[config.mk]
export PLATFORM = sky130hd
export DESIGN_NAME = tcsd_queue
export DESIGN_NICKNAME = d
export VERILOG_FILES = /design/src/sv/tcsd_pkg.sv /design/src/sv/tcsd_queue.sv
export SDC_FILE = /design/constraint.sdc
export NUM_CORES = 1
export LEC_CHECK = 0
export BUFFER_PORTS_ARGS = -buffer_cell sky130_fd_sc_hd__buf_4
export CAP_MARGIN = 15
export CORE_MARGIN = 1.5
export CORE_UTILIZATION = 51
export CTS_CLUSTER_DIAMETER = 40
export DETAILED_ROUTE_END_ITERATION = 6
export GPL_TIMING_DRIVEN = 0
export PLACE_DENSITY = 0.78
export SYNTH_ARGS = -nofsm -noshare
export SYNTH_HDL_FRONTEND = slang
export SYNTH_SLANG_ARGS = --single-unit
[constraint.sdc]
create_clock -name clock -period 2.7 [get_ports clock]
set_input_delay 0.135 -clock clock [delete_from_list [all_inputs] [get_ports clock]]
set_output_delay 0.135 -clock clock [all_outputs]
set_load 0.05 [all_outputs]
[src/sv/tcsd_pkg.sv]
package tcsd_pkg;

   // Input item as seen on the request channel
   typedef struct packed {
      logic               operation;
      logic [3:0]         target_chain;
      logic signed [31:0] log_probability;
      logic [15:0]        pick_fraction;
      logic [15:0]        accept_fraction;
   } req_type;

   // Result item as seen on the response channel
   typedef struct packed {
      logic        swap_done;
      logic        accepted;
      logic [3:0]  lower_chain;
      logic [3:0]  cold_chain;
      logic [31:0] attempt_total;
      logic [31:0] accept_total;
   } rsp_type;

   // Operation codes
   localparam logic OP_WRITE = 1'b0;
   localparam logic OP_SWAP  = 1'b1;

   // Configuration register indexes
   localparam int  CSR_INDEX_W      = 1;
   localparam int  CSR_DATA_W       = 24;
   localparam logic CSR_CHAIN_COUNT = 1'b0;
   localparam logic CSR_HEAT_STEP   = 1'b1;

   localparam logic [4:0]  CHAIN_COUNT_RESET = 5'd4;
   localparam logic [23:0] HEAT_STEP_RESET   = 24'd13107;

   // Classified command kinds passed from front to back
   localparam logic [1:0] KIND_WRITE = 2'd0;
   localparam logic [1:0] KIND_SKIP  = 2'd1;
   localparam logic [1:0] KIND_SWAP  = 2'd2;

   typedef struct packed {
      logic [1:0]         kind;
      logic [4:0]         slot;
      logic signed [31:0] value;
      logic [15:0]        accept_fraction;
   } cmd_type;

   // Shared divider request and response
   localparam int DIV_NUM_W = 34;
   localparam int DIV_DEN_W = 30;

   typedef struct packed {
      logic                 start;
      logic [DIV_NUM_W-1:0] dividend;
      logic [DIV_DEN_W-1:0] divisor;
   } div_req_type;

   typedef struct packed {
      logic                 done;
      logic [DIV_NUM_W-1:0] quotient;
   } div_rsp_type;

   // Exponential approximation constants
   localparam logic [30:0] LOG2E_Q30    = 31'd1549082005;
   localparam logic [31:0] LN2_Q32      = 32'd2977044472;
   localparam int          EXP_TERMS    = 12;
   localparam logic [48:0] REJECT_LIMIT = 49'd100 << 32;

endpackage

[src/sv/tcsd_queue.sv]
module tcsd_queue
   import tcsd_pkg::*;
(
   input  logic    clock,
   input  logic    reset,
   input  logic    push_valid,
   output logic    push_ready,
   input  cmd_type push_data,
   output logic    pop_valid,
   input  logic    pop_ready,
   output cmd_type pop_data
);

   cmd_type    entry_ff [2];
   logic       wr_ptr_ff, wr_ptr_in;
   logic       rd_ptr_ff, rd_ptr_in;
   logic [1:0] count_ff, count_in;
   logic       push_go, pop_go;

   assign push_ready = (count_ff != 2'd2);
   assign pop_valid  = (count_ff != 2'd0);
   assign pop_data   = entry_ff[rd_ptr_ff];
   assign push_go    = push_valid && push_ready;
   assign pop_go     = pop_valid && pop_ready;

   // Advance pointers and occupancy
   always_comb begin
      wr_ptr_in = push_go ? ~wr_ptr_ff : wr_ptr_ff;
      rd_ptr_in = pop_go ? ~rd_ptr_ff : rd_ptr_ff;
      count_in  = count_ff;
      if (push_go && !pop_go) begin
         count_in = count_ff + 2'd1;
      end else if (pop_go && !push_go) begin
         count_in = count_ff - 2'd1;
      end
   end

   always_ff @(posedge clock) begin
      if (reset) begin
         wr_ptr_ff <= 1'b0;
         rd_ptr_ff <= 1'b0;
         count_ff  <= 2'd0;
      end else begin
         wr_ptr_ff <= wr_ptr_in;
         rd_ptr_ff <= rd_ptr_in;
         count_ff  <= count_in;
      end
   end

   // Store item
   always_ff @(posedge clock) begin
      if (push_go) begin
         entry_ff[wr_ptr_ff] <= push_data;
      end
   end

endmodule

[Word level (Yosys, flattened, before mapping)]
Memory sizes are Yosys's and may differ from the RTL's. A register that Yosys moved wholly into a read port is not among the register bits.
Index checks and enable logic that the tools add are counted.
Cells by class
  add/subtract/negate cells: 2
  equality and inequality tests: 1
  multiplexer cells: 6
  bitwise logic cells: 2
  reductions and logical operators: 8
Operator list (number)
  logical AND 1 bit: 4
  2-to-1 mux 1 bit: 4
  2-to-1 mux 2 bit: 2
  nonzero test 2 bit: 2
  adder 2 x 1 -> 2 bit (second input constant): 1
  zero test 1 bit: 2
  != test 2 bit (second input constant): 1
  NOT 1 bit: 2
  subtractor 2 x 1 -> 2 bit (second input constant): 1
Word-level totals
  register bits: 4
  memory bits (writable): 110
  memories: 1
Memory list
  entry_ff: words 2, bits a word 55, rd ports 1, clocked after Yosys merged registers in 1, wr ports 1, line tcsd_queue.sv:14  | cmd_type entry_ff [2];

[Depth between registers and ports, before layout]
Gate-level depths: netlist (run 1).
  word-level depth: 6
  gate-level depth with buffers: 6

[Worst setup path before layout (run 1)]
Ideal clock, no wire load.
  path type: reg-to-reg
  from: register count_ff[0]
  to: memory entry_ff[1][0] (netlist name), enable pin
  data arrival time: 2334 ps
  data required time: 2281 ps
  path slack: -52 ps
  cell stages (with the launch flop): 3
  clock period less this slack: 2752 ps
  path through: dfxtp_1 -> nand2b_1 -> and3_1
Between the ends
  word-level cells in the longest chain between the ends: 4
RTL lines
  start, declared: line tcsd_queue.sv:17  | logic [1:0] count_ff, count_in;
  start signal, assigned: line tcsd_queue.sv:46  | count_ff <= count_in;
  != test 2 bit: line tcsd_queue.sv:20  | assign push_ready = (count_ff != 2'd2);
  via push_ready: line tcsd_queue.sv:7  | output logic push_ready,
  logical AND 1 bit: line tcsd_queue.sv:23  | assign push_go = push_valid && push_ready;
  2-to-1 mux 1 bit: line tcsd_queue.sv:52  | if (push_go) begin
  2-to-1 mux 1 bit (not written as such): line tcsd_queue.sv:53  | entry_ff[wr_ptr_ff] <= push_data;
  end, declared: line tcsd_queue.sv:14
The timed path passes the listed nets, and every way through them passes these cells.

==> results of run 1 <==
## cell families (layout without fill, tap and decap cells)
kind of cell | Yosys count | count (layout) | synth area share (%)
buffers and inverters | 7 | 213 | 1.11
adder cells (fa/ha/maj) | 1 | 1 | 0.299
AO/OA/AOI/OAI | 5 | 5 | 0.717
flip-flops | 115 | 115 | 81.3
XOR/XNOR | 3 | 3 | 0.628
multiplexers | 55 | 55 | 14.8
AND/OR/NAND/NOR | 9 | 9 | 1.20
## flip-flops by register name, indices dropped and copies added (netlist names), named ones only
register   cells
count_ff       2
entry_ff     110
rd_ptr_ff      1
wr_ptr_ff      1
## cell usage after synthesis (all sizes together)
master  number  area [sq um]
xor2         3          26.3
dfxtp        5           100
a21bo        1          10.0
edfxtp     110          3300
buf          6          42.5
ha           1          12.5
nor2         3          11.3
and3         1          6.26
inv          1          3.75
and2         1          6.26
nand3b       1          7.51
nand2b       1          6.26
o21ai        2          10.0
mux2        55           619
a21oi        2          10.0
or3          1          6.26
or2          1          6.26
## routing by layer
| metal | global-route usage, % | part of all wire, % | up-vias |
|---|---|---|---|
| met5 | 0 | 0 | - |
| met4 | 9.33 | 1.2 | 0 |
| met3 | 6.26 | 6.2 | 6 |
| met2 | 35.7 | 55 | 101 |
| met1 | 21.7 | 38 | 1208 |
| li1 | - | - | 1155 |
## worst reg2reg max path: stages (launching register included)
cell,delay (ns)
dfxtp_1,0.41
nand2b_1,0.21
and3_2,0.63
buf_12,0.29
## through the flow
stage / setup slack, ns / utilization [%] / instances
3_5_place_dp: 0.859 / 66.5 / 414
5_1_grt: 0.609 / 81.7 / 503
2_1_floorplan: 0.152 / - / 195
3_3_place_gp: -0.124 / 66.0 / 412
4_1_cts: 0.693 / 81.7 / 503
6_report: 0.734 / 81.7 / 503
## power by group through the flow
stage	Sequential [uW]	Combinational, uW	Clock (uW)
floorplan	2310	1610	0
global placement	2330	2200	0
detailed placement	2330	2250	0
CTS	2290	2320	2310
global route	2320	2420	2390
finish	2290	2310	2290
## placed cells by master (no fill, tap or decap)
cell	n
xor2_1	3
buf_4	120
buf_2	1
dfxtp_1	5
inv_2	1
or2_2	1
bufinv_16	4
a21oi_1	2
ha_1	1
and2_1	1
and3_2	1
nor2_1	3
nand3b_1	1
clkbuf_8	1
clkinvlp_4	3
o21ai_0	2
edfxtp_1	110
or3_1	1
inv_6	3
clkinv_2	2
buf_12	2
dlygate4sd3_1	57
clkbuf_16	16
a21bo_2	1
nand2b_1	1
mux2_2	55
clkinv_4	3
## repair_timing
action                    4_1_cts  5_1_grt
hold buffers                   57        0
buffers inserted                0        0
hold endpoints to repair      115        0
## worst paths after layout
check | startpoint | endpoint | slack [ns] | cells past startpoint
hold reg to reg | rd_ptr_ff$_SDFFE_PP0P_ | flop | 0.51 | 2
setup / recovery | flop | pop_data[14] | 0.73 | 4
setup reg to reg | count_ff[0]$_SDFFE_PP0P_ | entry_ff[1][50]$_DFFE_PP_ | 0.83 | 3
hold / removal | pop_ready | flop | 0.09 | 4
## area by class of cell
class	count	area [sq um]	share of cell area (%)
Sequential cell	115	3400	53.1
Buffer	6	42.5	0.664
Inverter	1	3.75	0.0586
Clock inverter	15	205	3.20
Tap cell	102	128	1.99
Multi-Input combinational cell	73	739	11.5
Clock buffer	17	414	6.46
Timing Repair Buffer	174	1470	23.0
==> flow_metrics.py, run 1 <==
metrics = {
    "run": {
        "cap_viol_max_count": 0,
    },
    "grt": {
        "grt_first_pass_wirelength_mm": 12.6,
        "grt-ovfl-total": 0,
        "grt_use_total_pct": 20.1,
        "grt_pass1_vias": 2685,
        "antenna_found_initial": 0,
        "grt_max_degree": 38,
    },
    "setup_path": {
        "setup.worst_path.start_class": "flop",
        "path_class": "flop to primary output",
        "worst_ep_arrival_time_ns": 1.83,
        "crit_buf_inv": 3,
        "crit_chain": "buf_2, buf_4, mux2_2, buf_4",
        "endpoint_kind": "primary output",
        "cpMostUsedCell": "buf_4",
        "critPathTopFamily": "buffers and inverters",
        "crit_slowest_cell": "mux2_2",
        "cpPeakStageDelay_ns": 0.37,
        "required_ns": 2.57,
        "cp_max_fo": 10,
    },
    "finish": {
        "n_fill_cell": 430,
        "fin_nets": 448,
        "drive_above_1_share_pct": 53.4,
        "antennaDiodeCount": 0,
        "fin_area_sq_um": 6410,
        "areaGrowthSynthToFinish_pct": 53.1,
    },
    "power_and_ir_drop": {
        "powerDensity_nw_per_um2": 1080,
        "switching_share_pct": 33.8,
        "p_total_uw": 6890,
        "power_frac_seq_pct": 33.3,
        "power.switching_uw": 2330,
        "p_comb_share_pct": 33.6,
        "power.internal_uw": 4560,
        "ir_worst_vdd_uv": 866,
        "clkPwrFrac_pct": 33.2,
        "cellLeakagePower_uw": 0.00246,
    },
    "cts": {
        "cts_tree": "yes",
        "clock-sinks": 115,
        "clkSlewWorstSetupHoldPaths_ns": 0.05,
        "insertion_delay_ns": 0.49,
        "cts_max_path_buffers": 2,
        "cts_buffers": 17,
        "htree_num_levels": 4,
        "post_cts_resized": 0,
        "root_buffer": "clkbuf_8",
    },
    "sta": {
        "rsz0062_at_grt": "false",
        "worst_pin_slew_ns": 0.631,
        "hold_violations": 0,
        "drv_slew": 0,
        "fmax_mhz": 509,
        "fin_tns_setup_ns": 0,
        "final.setup_skew_ns": 0.00763,
        "post-route-period-util_pct": 72.8,
        "whs_ns": 0.0933,
        "relSlewSlack_pct": 57.9,
        "final-setup-viol-count": 0,
        "period_minus_slack_ns": 1.97,
    },
    "detailed_routing": {
        "vias": 2470,
        "ant_nets": 0,
        "drc": 0,
        "drt_iter0_drc": 100,
        "wl_per_cell_um": 16.4,
        "wl_mm": 8.25,
        "via_per_inst": 4.91,
        "drtPass1Iterations": 4,
    },
    "logic_synthesis": {
        "yosysSeqAreaShare_pct": 81.3,
        "avgSynthCellArea_sq_um": 21.5,
        "syn_inst": 195,
        "ys_ff_latch": 115,
        "synth.distinct_cells": 18,
        "syn_nets": 255,
        "yosysWarnings": 0,
        "synthesis.area_sq_um": 4190,
    },
    "hold_path": {
        "hp-class": "input port to flop",
    },
    "die": {
        "ios": 116,
        "die_h_um": 93.6,
        "start_util_pct": 53.4,
        "die_w_um": 93.6,
        "core_sq_um": 7850,
        "rows": 32,
        "die_area_sq_um": 8760,
    },
    "place": {
        "dpl.hpwl_mm": 4.64,
        "dpl_cell_area_sq_um": 5220,
        "gp_congestion": 0.678,
        "portBuffers": 115,
    },
    "run_status": {
        "status": "completed",
    },
}
No activity file was read; power rests on OpenSTA's default activity.
==> inputs of run 2 (changes only) <==
clock period = 1.86 ns   (was 2.7 ns; I/O delays follow)
==> run 2 against run 1 <==
  * Via count up 1.6%
  * Count of clock-buffer cells in the layout did not move
  * Core utilization is 0.89 points higher
  * Critical path type unchanged
  * First-iteration DRC count grew 17%
==> flow_metrics.py, run 2 (synthesis gave the netlist of run 1 again) <==
metrics = {
    "setup_path": {
        "cpPeakStageDelay_ns": 0.35,
        "crit_buf_inv": 3,
        "crit_chain": "buf_6, buf_8, mux2_2, buf_4",
        "reg2regPathDepth": 4,
        "timing.rr.end": "entry_ff[0][6]$_DFFE_PP_",
        "worst_ep_arrival_time_ns": 1.68,
        "path_class": "flop to primary output",
        "critPathTopFamily": "buffers and inverters",
        "cp.depth": 4,
        "required_ns": 1.77,
        "rr_startpoint": "count_ff[1]$_SDFFE_PP0P_",
        "r2r_slack_ns": 0.11,
        "endpoint_kind": "primary output",
        "crit_slowest_cell": "mux2_2",
        "worstSetupEndpoint": "pop_data[27]",
        "cp_max_fo": 10,
        "setup.worst_path.start_class": "flop",
    },
    "place": {
        "dpl_cell_area_sq_um": 5230,
        "gp_congestion": 0.676,
        "place_ws_ns": -0.0607,
        "dpl.hpwl_mm": 4.70,
        "portBuffers": 115,
    },
    "sta": {
        "hold_violations": 0,
        "fin_tns_setup_ns": 0,
        "worst_pin_slew_ns": 0.420,
        "relSlewSlack_pct": 72.0,
        "fmax_mhz": 566,
        "whs_ns": 0.0417,
        "drv_slew": 0,
        "period_minus_slack_ns": 1.77,
        "post-route-period-util_pct": 95.1,
        "final-setup-viol-count": 0,
        "final.setup_skew_ns": 0.00753,
        "rsz0062_at_grt": "false",
        "setup_ws_ns": 0.0919,
    },
    "grt": {
        "grt_max_degree": 29,
        "grt_use_total_pct": 20.7,
        "grt_pass1_vias": 2664,
        "gr-max-usage-layer": "met2",
        "grt_first_pass_wirelength_mm": 13.0,
        "antenna_found_initial": 0,
        "met1_usage_pct": 22.4,
        "met2_usage_pct": 36.8,
        "grt-ovfl-total": 0,
        "met3_usage_pct": 6.18,
    },
    "die": {
        "ios": 116,
        "die_w_um": 93.6,
        "die_h_um": 93.6,
        "core_sq_um": 7850,
        "die_area_sq_um": 8760,
        "start_util_pct": 53.4,
        "rows": 32,
    },
    "finish": {
        "layout_commonest_cell": "buf_4",
        "largest_register_ff_count": 110,
        "fin_nets": 454,
        "final_cell_mix": "buf_4, edfxtp_1, dlygate4sd3_1",
        "areaGrowthSynthToFinish_pct": 54.7,
        "top_register": "entry_ff",
        "fin_area_sq_um": 6480,
        "top_regs": "entry_ff (110), count_ff (2)",
        "antennaDiodeCount": 0,
        "drive_above_1_share_pct": 53.8,
    },
    "cts": {
        "cts_tree": "yes",
        "htree_num_levels": 4,
        "clkSlewWorstSetupHoldPaths_ns": 0.05,
        "insertion_delay_ns": 0.49,
        "root_buffer": "clkbuf_8",
        "clock-sinks": 115,
        "cts_max_path_buffers": 2,
        "cts_buffers": 17,
    },
    "detailed_routing": {
        "drc": 0,
        "wl_mm": 8.76,
        "drt_iter0_drc": 117,
        "vias": 2510,
        "ant_nets": 0,
        "wl_per_cell_um": 17.2,
        "via_per_inst": 4.93,
        "drtPass1Iterations": 4,
    },
    "power_and_ir_drop": {
        "power_frac_seq_pct": 33.5,
        "ir_worst_vdd_uv": 1050,
        "clkPwrFrac_pct": 31.1,
        "power.internal_uw": 6580,
        "power.switching_uw": 3420,
        "powerDensity_nw_per_um2": 1540,
        "switching_share_pct": 34.2,
        "p_comb_share_pct": 35.4,
        "cellLeakagePower_uw": 0.00247,
    },
    "run": {
        "cap_viol_max_count": 0,
    },
    "run_status": {
        "status": "completed",
    },
    "hold_path": {
        "hp-class": "input port to flop",
    },
}
run 2: final cells by class:
type | instances | area, sq um
Buffer | 6 | 86.3
Timing Repair Buffer | 179 | 1520
Inverter | 1 | 7.51
Tap cell | 102 | 128
Clock inverter | 15 | 165
Fill cell | 389 | 1370
Sequential cell | 115 | 3400
Timing Repair inverter | 1 | 7.51
Clock buffer | 17 | 414
Multi-Input combinational cell | 73 | 751
run 2: stage by stage:
stage | total power (uW) | cells | util, %
after floorplan | 5720 | 195 | -
after detailed placement | 6660 | 414 | 66.7
after global routing | 10400 | 509 | 82.6
after CTS | 9900 | 504 | 81.4
final | 10000 | 509 | 82.6
after global placement | 6580 | 412 | 66.2
run 2: power by group through the flow:
stage	registers [uW]	logic [uW]	clock network (uW)
2_1_floorplan	3360	2350	0
3_3_place_gp	3380	3210	0
3_5_place_dp	3390	3270	0
4_1_cts	3340	3400	3150
5_1_grt	3380	3700	3290
6_report	3350	3540	3120
run 2: worst min-delay path by stage:
stage,startpoint,to,slack [ns],cells after the start
after global routing,pop_ready,rd_ptr_ff$_SDFFE_PP0P_,0.07,4
after global placement,push_data[16],entry_ff[0][16]$_DFFE_PP_,0.28,1
final,pop_ready,flop,0.04,4
after CTS,pop_ready,flop,0.03,4
after floorplan,reset,count_ff[0]$_SDFFE_PP0P_,0.16,1
after detailed placement,push_data[27],entry_ff[0][27]$_DFFE_PP_,0.28,1
run 2: worst min-delay path, stage by stage:
cell and delay [ns]:
buf_4 0.11, o21ai_0 0.12, xor2_1 0.10, nor2_1 0.07
run 2: metal layers:
| metal | vias to the layer above | part of all wire [%] |
|---|---|---|
| li1 | 1171 | - |
| met1 | 1232 | 39 |
| met2 | 95 | 54 |
| met3 | 12 | 5.2 |
| met4 | 0 | 1.4 |
| met5 | - | 0 |
run 2: what timing repair did:
item                                    CTS  global route
pin swaps                                 0             1
hold endpoints to repair                115             0
gates resized for setup                   1            15
endpoints found under the setup margin   78            92
setup buffers                             0             4
hold buffers                             57             0
gates cloned                              1             1
==> inputs of run 3 (changes only) <==
clock period = 1.9 ns   (was 1.86 ns; I/O delays follow)
==> run 3 against run 2 <==
  * Final area is 1.0% lower
  * Die area stayed put
  * Total power decreased by 3.1%
  * Count of clock-buffer cells in the layout unchanged
  * Non-clock buffer count shrank 5
  * Critical endpoint is now pop_data[4]
  * Setup slack worse by 0.0018 ns
  * Largest power group unchanged
==> flow_metrics.py, run 3 (synthesis gave the netlist of run 1 again) <==
metrics = {
    "cts": {
        "post_cts_buffers": 0,
        "cts_tree": "yes",
        "clock-sinks": 115,
        "root_buffer": "clkbuf_8",
        "cts_buffers": 17,
        "cts_max_path_buffers": 2,
        "htree_num_levels": 4,
        "clkSlewWorstSetupHoldPaths_ns": 0.05,
        "insertion_delay_ns": 0.50,
    },
    "finish": {
        "largest_register_ff_count": 110,
        "final_cell_mix": "buf_4, edfxtp_1, dlygate4sd3_1",
        "n_fill_cell": 401,
        "final_cells": 504,
        "fin_nets": 449,
        "areaGrowthSynthToFinish_pct": 53.2,
        "top_register": "entry_ff",
        "drive_above_1_share_pct": 53.2,
        "antennaDiodeCount": 0,
        "top_regs": "entry_ff (110), count_ff (2)",
        "layout_commonest_cell": "buf_4",
    },
    "grt": {
        "grt-ovfl-total": 0,
        "grt_max_degree": 29,
        "grt_use_total_pct": 20.7,
        "grt_first_pass_wirelength_mm": 13.0,
        "antenna_found_initial": 0,
        "grt_pass1_vias": 2664,
    },
    "hold_path": {
        "hp-class": "input port to flop",
    },
    "sta": {
        "whs_ns": 0.0430,
        "post-route-period-util_pct": 95.3,
        "drv_slew": 0,
        "hold_violations": 0,
        "relSlewSlack_pct": 53.2,
        "worst_pin_slew_ns": 0.702,
        "setup_ws_ns": 0.0901,
        "final.setup_skew_ns": 0.00927,
        "fmax_mhz": 553,
        "period_minus_slack_ns": 1.81,
        "final-setup-viol-count": 0,
        "fin_tns_setup_ns": 0,
    },
    "die": {
        "die_h_um": 93.6,
        "start_util_pct": 53.4,
        "rows": 32,
        "die_w_um": 93.6,
        "core_sq_um": 7850,
        "die_area_sq_um": 8760,
        "ios": 116,
    },
    "setup_path": {
        "required_ns": 1.80,
        "endpoint_kind": "primary output",
        "path_class": "flop to primary output",
        "cp_max_fo": 10,
        "setup.worst_path.start_class": "flop",
        "worst_ep_arrival_time_ns": 1.71,
    },
    "detailed_routing": {
        "drt_iter0_drc": 154,
        "ant_nets": 0,
        "drtPass1Iterations": 4,
        "wl_mm": 8.62,
        "via_per_inst": 4.91,
        "wl_per_cell_um": 17.1,
        "drc": 0,
        "vias": 2475,
    },
    "power_and_ir_drop": {
        "cellLeakagePower_uw": 0.00244,
        "p_total_uw": 9700,
        "ir_worst_vdd_uv": 1000,
        "powerDensity_nw_per_um2": 1510,
    },
    "run_status": {
        "status": "completed",
    },
    "place": {
        "dp_cells": 414,
        "place_ws_ns": -0.0207,
        "gp_congestion": 0.676,
        "dpl.hpwl_mm": 4.70,
        "portBuffers": 115,
    },
    "run": {
        "cap_viol_max_count": 0,
    },
}
==> run 3: cell types whose count changed in the layout (fill, tap and decap cells not counted) <==
cell,change
buf_6,+3
and3_4,-1
buf_4,-2
and3_2,+1
buf_2,-1
buf_8,-5
==> run 3: power by group <==
part | internal [uW] | leakage (uW) | switching, uW
clock network | 1980 | 0.000265 | 1080
logic | 1210 | 0.00110 | 2150
registers | 3180 | 0.00107 | 102
==> run 3: worst paths after layout <==
check | startpoint | endpoint | slack [ns] | cells past startpoint
min | pop_ready | flop | 0.04 | 4
max reg2reg | count_ff[0]$_SDFFE_PP0P_ | entry_ff[1][51]$_DFFE_PP_ | 0.12 | 3
min reg2reg | rd_ptr_ff$_SDFFE_PP0P_ | flop | 0.51 | 2
max | flop | pop_data[4] | 0.09 | 4
==> run 3: final cells by class <==
type	count	area [sq um]	area share [%]
clock buffer	17	414	6.46
clock inverter	15	165	2.57
buffer	6	67.6	1.05
tap	102	128	1.99
sequential	115	3400	53.1
timing repair inverter	1	7.51	0.117
inverter	1	7.51	0.117
timing repair buffer	174	1470	23.0
multi-input combinational	73	747	11.6
==> run 3: repair_timing <==
item | 4_1_cts | 5_1_grt
endpoints found under the hold margin | 115 | 0
pin swaps | 0 | 0
hold buffers | 57 | 0
cloned | 1 | 0
resized for setup | 1 | 7
setup endpoints to repair | 78 | 64
==> run 3: layer usage <==
metal / track usage [%] / vias up / part of all wire, % / wire length [um]
met2: 36.8 / 86 / 54 / 4670
li1: - / 1158 / - / -
met4: 9.58 / 0 / 1.6 / 135
met3: 6.18 / 13 / 5.1 / 438
met1: 22.4 / 1218 / 39 / 3380
met5: 0 / - / 0 / 0
==> run 3: stage by stage <==
| step | area (sq um) | util, % |
|---|---|---|
| 6_report | 6410 | 81.7 |
| 5_1_grt | 6410 | 81.7 |
| 4_1_cts | 6390 | 81.4 |
| 3_5_place_dp | 5230 | 66.7 |
| 3_3_place_gp | 5190 | 66.2 |
| 2_1_floorplan | 4200 | - |
==> run 3: critical path, cell delays in order (launching register included) <==
cell	delay, ns
dfxtp_1	0.32
buf_6	0.17
buf_6	0.17
mux2_2	0.35
buf_4	0.20
